==> config.mk <==
export PLATFORM = sky130hd
export DESIGN_NAME = tbp_refill_calc
export DESIGN_NICKNAME = d
export VERILOG_FILES = /design/src/sv/tbp_pkg.sv /design/src/sv/tbp_refill_calc.sv
export SDC_FILE = /design/constraint.sdc
export NUM_CORES = 2
export LEC_CHECK = 0
export BUFFER_PORTS_ARGS = -buffer_cell sky130_fd_sc_hd__buf_2
export CORE_UTILIZATION = 62
export DETAILED_ROUTE_END_ITERATION = 16
export PLACE_DENSITY = 0.88
export SETUP_SLACK_MARGIN = 0.3
export SLEW_MARGIN = 20
export SYNTH_ARGS = -nofsm -noshare
export SYNTH_HDL_FRONTEND = slang
export SYNTH_SLANG_ARGS = --single-unit
==> constraint.sdc <==
create_clock -name vclk -period 57.4
set_input_delay 11.48 -clock vclk [all_inputs]
set_output_delay 11.48 -clock vclk [all_outputs]
set_load 0.01 [all_outputs]
==> src/sv/tbp_pkg.sv <==
// Shared types and constants of the per-client token bucket policer.
// No dependencies; every other file of the block refers to this package.

package tbp_pkg;

    // Fixed-point format of bucket levels and the refill rate
    localparam int FRAC_BITS = 16;
    localparam logic [31:0] ONE_FX = 32'd1 << FRAC_BITS;

    // Number of distinct client indexes the 8-bit field can carry
    localparam int CLIENT_SPAN = 256;
    localparam int NUM_CLIENTS_DEF = 256;

    // Register map: index taken from paddr[2]
    localparam int APB_ADDR_W = 3;
    localparam logic REG_CAPACITY = 1'b0;
    localparam logic REG_REFILL = 1'b1;

    localparam logic [15:0] CAPACITY_RESET = 16'd10;
    localparam logic [31:0] REFILL_RESET = 32'd65536;

    // Request transfer
    typedef struct packed {
        logic [7:0]  client_index;
        logic [31:0] time_stamp;
    } req_t;

    // Result transfer
    typedef struct packed {
        logic        allowed;
        logic [7:0]  client_echo;
        logic [31:0] tokens_left;
    } resp_t;

    // Configuration as seen by the datapath
    typedef struct packed {
        logic [15:0] capacity_tokens;
        logic [31:0] refill_per_tick;
    } cfg_t;

    // One bucket record: level and time mark
    typedef struct packed {
        logic [31:0] level;
        logic [31:0] mark;
    } bucket_t;

endpackage

==> src/sv/tbp_refill_calc.sv <==
// Refill and admission decision for one request against one bucket record.
// Purely combinational; depends on tbp_pkg.

module tbp_refill_calc (
    input  tbp_pkg::cfg_t    cfg,
    input  logic             seen,
    input  tbp_pkg::bucket_t stored,
    input  logic [31:0]      time_stamp,
    output tbp_pkg::bucket_t updated,
    output logic             allowed
);

    logic [47:0] cap_shift;
    logic [31:0] cap_fx;
    logic [31:0] base_level;
    logic [31:0] base_mark;
    logic [31:0] elapsed;
    logic [63:0] product;
    logic [31:0] refill;
    logic [32:0] sum;
    logic [31:0] capped;
    logic [31:0] level;

    // Capacity in fixed point, saturated to 32 bits
    assign cap_shift = 48'(cfg.capacity_tokens) << tbp_pkg::FRAC_BITS;
    assign cap_fx    = (|cap_shift[47:32]) ? 32'hFFFF_FFFF : cap_shift[31:0];

    // A new client starts full, marked now
    assign base_level = seen ? stored.level : cap_fx;
    assign base_mark  = seen ? stored.mark  : time_stamp;

    // Refill = elapsed ticks times rate, saturated
    assign elapsed = time_stamp - base_mark;
    assign product = 64'(elapsed) * 64'(cfg.refill_per_tick);
    assign refill  = (|product[63:32]) ? 32'hFFFF_FFFF : product[31:0];

    // Add and clamp to capacity
    assign sum    = {1'b0, base_level} + {1'b0, refill};
    assign capped = (sum < {1'b0, cap_fx}) ? sum[31:0] : cap_fx;

    always_comb begin
        if (refill != 32'd0) begin
            level        = capped;
            updated.mark = time_stamp;
        end else begin
            level        = base_level;
            updated.mark = base_mark;
        end
        // Spend one whole token if there is one
        allowed = (level >= tbp_pkg::ONE_FX);
        updated.level = allowed ? (level - tbp_pkg::ONE_FX) : level;
    end

endmodule

==> qor.csv <==
stage;metric;value;unit
critical_path;cp_common_cell;fa_1;
sta;maxClockFrequency;23.2;MHz
finish;regArea;0;um^2
routing;vias_per_cell;6.03;
global_route;grtUsageMet1;0.454;
logic_synthesis;synth.distinct_cells;101;
finish;fin_nets;5874;
floorplanning;core-area;61900;um^2
routing;ant_nets;0;
sta;fin_tns_setup;0;ns
logic_synthesis;syn_nets;5879;
sta;fin_crit_sh;0.752;
placed_design;place_hpwl;90.0;mm
sta;finalCriticalPeriod;43.15;ns
critical_path;critPathArrivalTime;31.67;ns
global_route;grtUsageTotal;0.358;
floorplanning;placementRows;91;
finish;areaGrowthSynthToFinish;3.77;%
placed_design;port-buffer-count;210;
logic_synthesis;yosysWarnings;0;
global_route;met2_usage;0.609;
placed_design;place_congestion;1.02;
worst_hold_path;hold_class;input port to output port;
logic_synthesis;yosysSeqAreaShare;0;
worst_hold_path;min_to;updated[31];
sta;max-slew-margin-rel;0.291;
logic_synthesis;syn_area_per_cell;8.69;um^2
floorplanning;start_util;0.630;
sta;maxSlewViolCount;0;
job;max_cap_violations;0;
finish;nFlopsAndLatches;0;
global_route;use_met3;0.0513;
cts;cts_hold_buffers;0;
critical_path;crit_path_start_kind;input port;
global_route;grt_start_max_net_pins;76;
floorplanning;io_pins;210;
critical_path;cpPeakStageDelay;0.89;ns
floorplanning;die_area;64000;um^2
worst_hold_path;worstHoldStart;stored[31];
sta;finalHoldViolCount;0;
finish;diodes;0;
floorplanning;die_h;253;um
critical_path;path_max_fanout;75;
logic_synthesis;netlist_area;39000;um^2
sta;rsz0062_at_grt;no;
routing;first_iter_violations;2791;
floorplanning;die_x;253;um
cts;post_cts_resized;0;
global_route;busiest_layer;met2;
routing;via_count;32115;
critical_path;cp.required;45.92;ns
routing;routedWlPerCell;20.8;um
finish;n_clock_buffer;0;
cts;post_cts_buffers;0;
routing;dr.pass1.iters;6;
critical_path;end_kind;output port;
global_route;antenna_found_initial;1;
worst_hold_path;hold_path_depth;3;
critical_path;crit_slowest_cell;nor4_1;
routing;finalWirelength;111;mm
logic_synthesis;syn-instance-count;4493;
outcome;status;finished, final reports clean;
routing;drc_errors;0;
global_route;grt_pass1_wl;181;mm
finish;drive_above_1_share;0.0753;
sta;setup_violations;0;
global_route;gr-total-overflow;0;
critical_path;worstSetupPathType;input port to output port;
sta;worst_pin_slew;1.04;ns
global_route;grt_pass1_vias;35251;
metrics by stage:
| step | util | setup slack, ns | cells | cell area (um^2) | hold WS, ns |
|---|---|---|---|---|---|
| 2_1_floorplan | - | 16.96 | 4493 | 39000 | 23.11 |
| 3_3_place_gp | 0.654 | 14.85 | 5323 | 40500 | 23.30 |
| 3_5_place_dp | 0.654 | 14.56 | 5323 | 40500 | 23.30 |
| 4_1_cts | 0.654 | 14.52 | 5323 | 40500 | 23.30 |
| 5_1_grt | 0.654 | 12.73 | 5323 | 40500 | 23.31 |
| 6_report | 0.654 | 14.25 | 5323 | 40500 | 23.30 |
layer usage:
| metal | routed length (um) | up-vias |
|---|---|---|
| met1 | 40700 | 16106 |
| met3 | 9970 | 422 |
| met2 | 54300 | 1749 |
| li1 | - | 13838 |
| met4 | 5690 | 0 |
| met5 | 0 | - |
cell type report:
class	instances	area, um^2
multi-input cells	3470	35300
well taps	837	1050
fillers	4920	21400
repair buffers	248	1340
inverters	768	2880
critical path: cells and delay by family:
family	cells	cell delay, ns
compound gates	29	7.07
fa+ha+maj	13	5.49
simple gates	15	4.12
buf+inv	9	1.82
mux	3	0.95
xor+xnor	3	0.64
placed cells by master (no fill, tap or decap), types with 34 or more instances in the layout:
master,count
inv_1,767
nor2b_1,61
a21o_1,52
o21ai_0,95
nand4_1,39
buf_4,38
nand2b_1,45
a21oi_1,150
fa_1,898
nand3_1,34
nor2_1,134
ha_1,343
mux2i_1,63
nand2_1,624
xnor2_1,54
and2_1,502
buf_2,210
worst max path at each step:
stage	from	endpoint	slack, ns
6_report	seen	updated[63]	14.25
5_1_grt	seen	updated[51]	12.73
3_3_place_gp	seen	updated[51]	14.85
2_1_floorplan	seen	updated[55]	16.96
4_1_cts	seen	updated[55]	14.52
3_5_place_dp	seen	updated[51]	14.56
cell usage after synthesis, types with 32 or more instances:
master / n / share of area
a21oi_1: 150 / 0.019
mux2i_1: 63 / 0.016
o21ai_0: 95 / 0.012
clkbuf_1: 228 / 0.022
nor2b_1: 61 / 0.0098
xnor2_1: 69 / 0.015
nand2_1: 624 / 0.060
and2_1: 502 / 0.080
nand2b_1: 45 / 0.0072
fa_1: 898 / 0.46
nand4_1: 39 / 0.0062
a21o_1: 52 / 0.010
inv_1: 767 / 0.074
nor2_1: 139 / 0.013
ha_1: 343 / 0.11
and3_1: 32 / 0.0051
xor2_1: 38 / 0.0085
nor3_1: 34 / 0.0044
nand3_1: 34 / 0.0044
cells by family (layout without fill, tap and decap cells):
kind of cell               after synthesis  count (layout)  share of synthesized area
and+or+nand+nor                       1579            1579                      0.205
xor gates and xnor gates               108             108                     0.0247
AOI/OAI and AO/OA                      471             471                     0.0793
buffers and inverters                 1023            1016                      0.102
adders and majority gates             1241            1241                      0.570
muxes                                   71              71                     0.0185
Power is not shown: default switching activity piles up to over one toggle a cycle in this logic, so the estimate is an artifact.
