`config.mk`:
```
export PLATFORM = sky130hd
export DESIGN_NAME = tbp_apb_regs
export DESIGN_NICKNAME = d
export VERILOG_FILES = /design/src/sv/tbp_pkg.sv /design/src/sv/tbp_apb_regs.sv
export SDC_FILE = /design/constraint.sdc
export NUM_CORES = 1
export LEC_CHECK = 0
export ABC_AREA = 0
export BUFFER_PORTS_ARGS = -buffer_cell sky130_fd_sc_hd__buf_2
export CAP_MARGIN = 20
export CORE_ASPECT_RATIO = 1.25
export CORE_MARGIN = 5
export CORE_UTILIZATION = 44
export CTS_CLUSTER_DIAMETER = 80
export DETAILED_ROUTE_END_ITERATION = 10
export HOLD_SLACK_MARGIN = 0.05
export PLACE_DENSITY = 0.84
export SLEW_MARGIN = 20
export SYNTH_ARGS = -nofsm -noshare
export SYNTH_HDL_FRONTEND = slang
export SYNTH_SLANG_ARGS = --single-unit
```
`constraint.sdc`:
```
create_clock -name aclk -period 1.6 [get_ports aclk]
set_clock_uncertainty 0.2 [all_clocks]
set_input_delay 0.24 -clock aclk [delete_from_list [all_inputs] [get_ports aclk]]
set_output_delay 0.24 -clock aclk [all_outputs]
set_load 0.01 [all_outputs]
```
`src/sv/tbp_pkg.sv`:
```
// Shared types and constants of the per-client token bucket policer.
// No dependencies; every other file of the block refers to this package.

package tbp_pkg;

    // Fixed-point format of bucket levels and the refill rate
    localparam int FRAC_BITS = 16;
    localparam logic [31:0] ONE_FX = 32'd1 << FRAC_BITS;

    // Number of distinct client indexes the 8-bit field can carry
    localparam int CLIENT_SPAN = 256;
    localparam int NUM_CLIENTS_DEF = 256;

    // Register map: index taken from paddr[2]
    localparam int APB_ADDR_W = 3;
    localparam logic REG_CAPACITY = 1'b0;
    localparam logic REG_REFILL = 1'b1;

    localparam logic [15:0] CAPACITY_RESET = 16'd10;
    localparam logic [31:0] REFILL_RESET = 32'd65536;

    // Request transfer
    typedef struct packed {
        logic [7:0]  client_index;
        logic [31:0] time_stamp;
    } req_t;

    // Result transfer
    typedef struct packed {
        logic        allowed;
        logic [7:0]  client_echo;
        logic [31:0] tokens_left;
    } resp_t;

    // Configuration as seen by the datapath
    typedef struct packed {
        logic [15:0] capacity_tokens;
        logic [31:0] refill_per_tick;
    } cfg_t;

    // One bucket record: level and time mark
    typedef struct packed {
        logic [31:0] level;
        logic [31:0] mark;
    } bucket_t;

endpackage

```
`src/sv/tbp_apb_regs.sv`:
```
// APB configuration registers of the token bucket policer.
// Depends on tbp_pkg.

module tbp_apb_regs (
    input  logic                           aclk,
    input  logic                           aresetn,
    input  logic                           psel,
    input  logic                           penable,
    input  logic                           pwrite,
    input  logic [tbp_pkg::APB_ADDR_W-1:0] paddr,
    input  logic [31:0]                    pwdata,
    output logic [31:0]                    prdata,
    output logic                           pready,
    output tbp_pkg::cfg_t                  cfg
);

    logic [15:0] capacity_reg;
    logic [31:0] refill_reg;
    logic        wr_en;

    assign pready = 1'b1;
    assign wr_en  = psel && penable && pwrite;

    // Register writes on the access phase
    always_ff @(posedge aclk) begin
        if (!aresetn) begin
            capacity_reg <= tbp_pkg::CAPACITY_RESET;
            refill_reg   <= tbp_pkg::REFILL_RESET;
        end else if (wr_en) begin
            case (paddr[2])
                tbp_pkg::REG_CAPACITY: capacity_reg <= pwdata[15:0];
                tbp_pkg::REG_REFILL:   refill_reg   <= pwdata;
                default: ;
            endcase
        end
    end

    // Read-back
    always_comb begin
        case (paddr[2])
            tbp_pkg::REG_CAPACITY: prdata = {16'd0, capacity_reg};
            tbp_pkg::REG_REFILL:   prdata = refill_reg;
            default:               prdata = 32'd0;
        endcase
    end

    assign cfg.capacity_tokens = capacity_reg;
    assign cfg.refill_per_tick = refill_reg;

endmodule

```
==> flow_summary_export.csv, run 1 <==
group,metric,value,unit
cts,clock_latency,0.28,ns
hold_path,hold_start,"penable",
floorplanning,coreArea,0.00501,mm2
timing,tns,0,ns
grt,grt_max_degree,83,
place,routabilityCongestion,0.698,
worst_setup_path,critical_path_required,1.16,ns
synth,synth.most_common_cell,"nand2_1",
power_and_ir_drop,total_leakage_power,1.65,nW
cts,cts_setup_buffers,0,
layout,synthToLayoutAreaGrowth,45.0,%
floorplanning,die_width,73.7,um
place,placed_cells,399,
grt,grt_pass1_wl,9550,um
drt,drtPass1Iterations,4,
layout,stdcell_count,438,
cts,cts.repair.resized,0,
grt,grt_use_total,18.3,%
cts,cts-hold-fix-buffers,32,
worst_setup_path,cp-start-kind,"input port",
place,dp_hpwl,3910,um
layout,diodes,0,
floorplanning,die-area,0.00661,mm2
power_and_ir_drop,p_per_area,689,mW/mm2
layout,largest_reg_flops,32,
drt,wl_per_cell,13.5,um
synth,seq_area_frac_synth,43.0,%
worst_setup_path,cp.arrival,1.08,ns
synth,yosysTopAreaCell,"dfxtp_1",
floorplanning,row_count,29,
timing,fin_crit,1.52,ns
hold_path,min_to,"capacity_reg[10]",
layout,drive_above_1_share,38.8,%
synth,syn_nets,274,
timing,fmax,0.659,GHz
synth,ys_async_sr_fraction,0,%
timing,period_share,94.9,%
timing,rsz0062_at_grt,"false",
synth,ys_warn_count,0,
hold_path,hold_class,"in -> reg",
outcome,status,"completed",
layout,fin_nets,416,
cts,clk_pin_slew,0.08,ns
synth,ys_top_cells_by_area,"dfxtp_1 (43%), mux2i_1 (22%), nand2_1 (13%), mux2_2 (8.1%), and2_1 (4.5%)",
worst_setup_path,end_kind,"output port",
timing,setup_viol,0,
floorplanning,die_h,89.7,um
synth,netlist.area_leader.share,43.0,%
worst_setup_path,reg2reg_to,"capacity_reg[2]",
worst_setup_path,crit_path_max_fanout,36,
drt,drcViolationCount,0,
synth,ys_top_cells_by_count,"nand2_1 (76), dfxtp_1 (48), mux2i_1 (48), and2_1 (16), mux2_2 (16)",
synth,synth_edf_count,0,
timing,finalHoldViolCount,0,
worst_setup_path,rr_startpoint,"capacity_reg[2]",
worst_setup_path,ff2ff_path_depth,2,
power_and_ir_drop,irDropWorstVdd,0.480,mV
cts,cts_sinks,48,
worst_setup_path,path_class,"in -> out",
timing,maxSlewViolCount,0,
layout,multi_input_area,0.00113,mm2
synth,synth_area,0.00223,mm2
cts,cts.htree.levels,2,
floorplanning,initial_utilization,44.6,%
place,dpl-instance-area,0.00284,mm2
drt,totalWireLength,5920,um
grt,grt_pass1_vias,2077,
cts,cts_made_buffers,5,
synth,ys_ff_latch,48,
hold_path,whs_path_depth,4,
grt,antenna_found_initial,0,
drt,drt_iter0_drc,72,
place,portBuffers,117,
synth,ys_types,16,
layout,regArea,961,um2
flow_run,cap_violations,0,
cts,clockBufferDepth,2,
drt,viasPerCell,4.78,
cts,clockRootBuffer,"clkbuf_8",
grt,overflow,0,
synth,syn_inst,234,
drt,vias,2095,
layout,fin_area,0.00324,mm2
layout,nFillCells,399,
synth,synthFlopType,"dfxtp_1",
timing,whs,0.267,ns
worst_setup_path,r2r_setup_slack,0.73,ns
synth,syn_avg_cell_area,9.54,um2
floorplanning,ios,121,
drt,antenna_left,0,
cts,cts_tree,"done",
worst max path at each step:
stage                        start         endpoint  slack, ns  cells after the start
after floorplan           paddr[2]       prdata[10]       0.24                      3
after global placement    paddr[2]        prdata[1]       0.13                      4
after detailed placement  paddr[2]  capacity_reg[2]       0.09                      5
after CTS                 paddr[2]       prdata[10]       0.10                      4
after global routing      paddr[2]        prdata[9]       0.04                      4
final                     paddr[2]        prdata[9]       0.08                      4
cells by family after synthesis:
logic type / share of synthesized area [%]
buffers and inverters: 6.39
AND/OR/NAND/NOR: 20.8
multiplexers: 29.6
other: 0.168
flip-flops: 43.0
area by class of cell:
type                            count  share of cell area, %
Clock buffer                        6                   2.24
Clock inverter                      1                  0.154
Multi-Input combinational cell    167                   34.9
Sequential cell                    48                   29.7
Tap cell                           62                   2.39
Timing Repair Buffer              154                   30.7
layer usage:
metal  vias to the layer above  share of wire (%)  track usage (%)
li1                       1049                  -                -
met1                       960                 38             19.8
met2                        72                 53             34.0
met3                        14                6.2             3.90
met4                         0                2.8             7.74
met5                         -                  0                0
cells in the final DEF, fill, tap and decap left out:
cell type and count:
nand4b_1 1, dlygate4sd3_1 32, and4_4 1, and4b_1 1, buf_2 117, clkinv_2 1
mux2_2 16, mux2i_1 48, clkbuf_8 5, nand4_2 1, nand2_1 76, dfxtp_1 48
nor2b_1 6, and2_1 16, buf_12 4, conb_1 1, buf_4 1, clkbuf_1 1
worst max-delay path: stages:
cell and delay, ns:
buf_2 0.10, buf_12 0.19, mux2_2 0.37, buf_2 0.15
metrics by stage:
step                utilization (%)  total power, mW  setup WS, ns
global route                   64.7             2.36        0.0447
floorplan                         -             1.43         0.243
finish                         64.7             2.23        0.0822
detailed placement             56.7             1.54        0.0897
global placement               56.7             1.54         0.126
CTS                            64.7             2.26         0.105
report_power, final:
part / leakage, nW / internal [mW] / switching [mW]
sequential: 0.389 / 1.22 / 0.0180
combinational: 1.22 / 0.182 / 0.157
clock: 0.0410 / 0.298 / 0.359
Power figures use the tool's default switching activity.
==> run 2, diff against run 1 <==
--- a/config.mk
+++ b/config.mk
@@ -6,13 +6,15 @@
 export NUM_CORES = 1
 export LEC_CHECK = 0
 export ABC_AREA = 0
-export BUFFER_PORTS_ARGS = -buffer_cell sky130_fd_sc_hd__buf_2
+export ABC_CLOCK_PERIOD_IN_PS = 1600
+export BUFFER_PORTS_ARGS = -buffer_cell sky130_fd_sc_hd__clkbuf_2
 export CAP_MARGIN = 20
 export CORE_ASPECT_RATIO = 1.25
 export CORE_MARGIN = 5
 export CORE_UTILIZATION = 44
 export CTS_CLUSTER_DIAMETER = 80
 export DETAILED_ROUTE_END_ITERATION = 10
+export GPL_TIMING_DRIVEN = 0
 export HOLD_SLACK_MARGIN = 0.05
 export PLACE_DENSITY = 0.84
 export SLEW_MARGIN = 20
==> run 2 against run 1 <==
  * Sequential share of layout area down 0.56 points
  * Highest routed layer unchanged
  * Largest power group unchanged
  * Count of clock-buffer cells in the layout unchanged
  * Maximum frequency about the same
  * Worst hold slack worse by 0.071 ns
  * Combinational power up 5%
  * Sequential power about the same
  * Worst setup slack about the same
  * Via count up 6.2%
  * Register-to-register slack about the same
  * First-iteration DRC count up 60%
  * Final cell count up 3.0%
  * Global-route usage up 1.9 points
==> flow_summary_export.csv, run 2 (synthesis results as in run 1) <==
group,metric,value,unit
outcome,status,"completed",
timing,worstMarginPinSlew,0.551,ns
worst_setup_path,ff2ff_path_depth,2,
drt,antenna_left,0,
timing,fin_crit,1.52,ns
floorplanning,die_h,89.7,um
cts,clockRootBuffer,"clkbuf_8",
grt,grt_use_total,20.2,%
timing,tns,0,ns
worst_setup_path,rr_startpoint,"capacity_reg[10]",
hold_path,whs_path_depth,3,
cts,cts_tree,"done",
floorplanning,coreArea,0.00501,mm2
drt,wl_per_cell,14.7,um
drt,drt_iter0_drc,115,
drt,viasPerCell,4.93,
grt,grt_pass1_wl,10300,um
layout,final_common_cell,"clkbuf_2",
place,portBuffers,115,
timing,period_share,94.9,%
worst_setup_path,critical_path_required,1.16,ns
timing,maxSlewViolCount,0,
layout,drive_above_1_share,39.3,%
hold_path,hold_class,"in -> reg",
hold_path,min_to,"refill_reg[16]",
worst_setup_path,r2r_setup_slack,0.74,ns
timing,whs,0.196,ns
power_and_ir_drop,power,2.33,mW
drt,totalWireLength,6640,um
cts,cts.htree.levels,2,
worst_setup_path,crit_path_max_fanout,10,
power_and_ir_drop,total_leakage_power,1.63,nW
worst_setup_path,crit_chain,"buf_6 -> buf_2 -> mux2_2 -> clkbuf_2",
cts,clockBufferDepth,2,
power_and_ir_drop,irDropWorstVdd,0.526,mV
floorplanning,die-area,0.00661,mm2
floorplanning,row_count,29,
floorplanning,initial_utilization,44.6,%
place,dp_hpwl,4700,um
drt,vias,2224,
floorplanning,die_width,73.7,um
timing,max-slew-margin-rel,63.3,%
layout,stdcell_count,451,
place,placed_cells,411,
grt,overflow,0,
timing,setup_viol,0,
power_and_ir_drop,p_per_area,705,mW/mm2
cts,clock_latency,0.29,ns
layout,largest_reg_flops,32,
timing,finalHoldViolCount,0,
worst_setup_path,cp-start-kind,"input port",
layout,fin_nets,428,
timing,fmax,0.659,GHz
grt,grt_pass1_vias,2204,
place,routabilityCongestion,0.699,
grt,antenna_found_initial,0,
worst_setup_path,end_kind,"output port",
drt,drcViolationCount,0,
floorplanning,ios,121,
grt,grt_max_degree,15,
cts,clk_pin_slew,0.08,ns
cts,cts_made_buffers,5,
flow_run,cap_violations,0,
worst_setup_path,cp.arrival,1.08,ns
worst_setup_path,critPathMaxStageDelay,0.36,ns
timing,rsz0062_at_grt,"false",
hold_path,hold_start,"aresetn",
layout,synthToLayoutAreaGrowth,47.8,%
worst_setup_path,reg2reg_to,"capacity_reg[10]",
cts,cts_sinks,48,
worst_setup_path,path_class,"in -> out",
worst_setup_path,cpMaxStageDelayCell,"mux2_2",
layout,layout_common_cells,"clkbuf_2 (115), nand2_1 (76), mux2i_1 (48), dfxtp_1 (48), dlygate4sd3_1 (32)",
layout,diodes,0,
drt,drtPass1Iterations,6,
## run 2: critical path, delay by kind of cell
kind,cells,cell delay [ns]
muxes,1,0.36
buffers and inverters,3,0.48
## run 2: how the worst max path moves through the flow
stage | depth (start not counted) | from | to
after floorplan | 3 | paddr[2] | prdata[10]
after detailed placement | 4 | paddr[2] | prdata[3]
after global placement | 4 | paddr[2] | prdata[10]
final | 4 | paddr[2] | prdata[13]
after global routing | 4 | paddr[2] | prdata[13]
after CTS | 4 | paddr[2] | prdata[15]
## run 2: where the power goes
group | switching (mW) | internal (mW) | leakage (nW) | total, mW
Combinational | 0.171 | 0.185 | 1.19 | 0.356
Clock | 0.386 | 0.345 | 0.0510 | 0.731
Sequential | 0.0196 | 1.22 | 0.389 | 1.24
Total | 0.577 | 1.75 | 1.63 | 2.33
## run 2: metrics by stage
stage,util (%),area (um2),worst slack [ns]
after detailed placement,57.6,2890,-0.00565
final,65.9,3300,0.0818
after global routing,65.9,3300,0.0257
after floorplan,-,2230,0.243
after CTS,65.9,3300,0.0750
after global placement,57.6,2890,0.0299
## run 2: layout make-up
type	count	area, um2
Buffer	19	145
Clock buffer	6	82.6
Clock inverter	2	10.0
Fill cell	411	1710
Multi-Input combinational cell	167	1130
Sequential cell	48	961
Tap cell	62	77.6
Timing Repair Buffer	147	896
## run 2: what timing repair did
| item | 4_1_cts | 5_1_grt |
|---|---|---|
| resized for setup | 1 | 0 |
| setup endpoints to repair | 9 | 0 |
| hold buffers | 32 | 0 |
| endpoints found under the hold margin | 48 | 0 |
| setup buffers | 0 | 0 |
## run 2: metal layers
metal	vias to the layer above	share of wire, %	global-route usage (%)
met1	1040	37	20.7
met2	92	54	38.7
met5	-	0	0
met3	18	5.9	3.12
li1	1074	-	-
met4	0	3.7	10.4
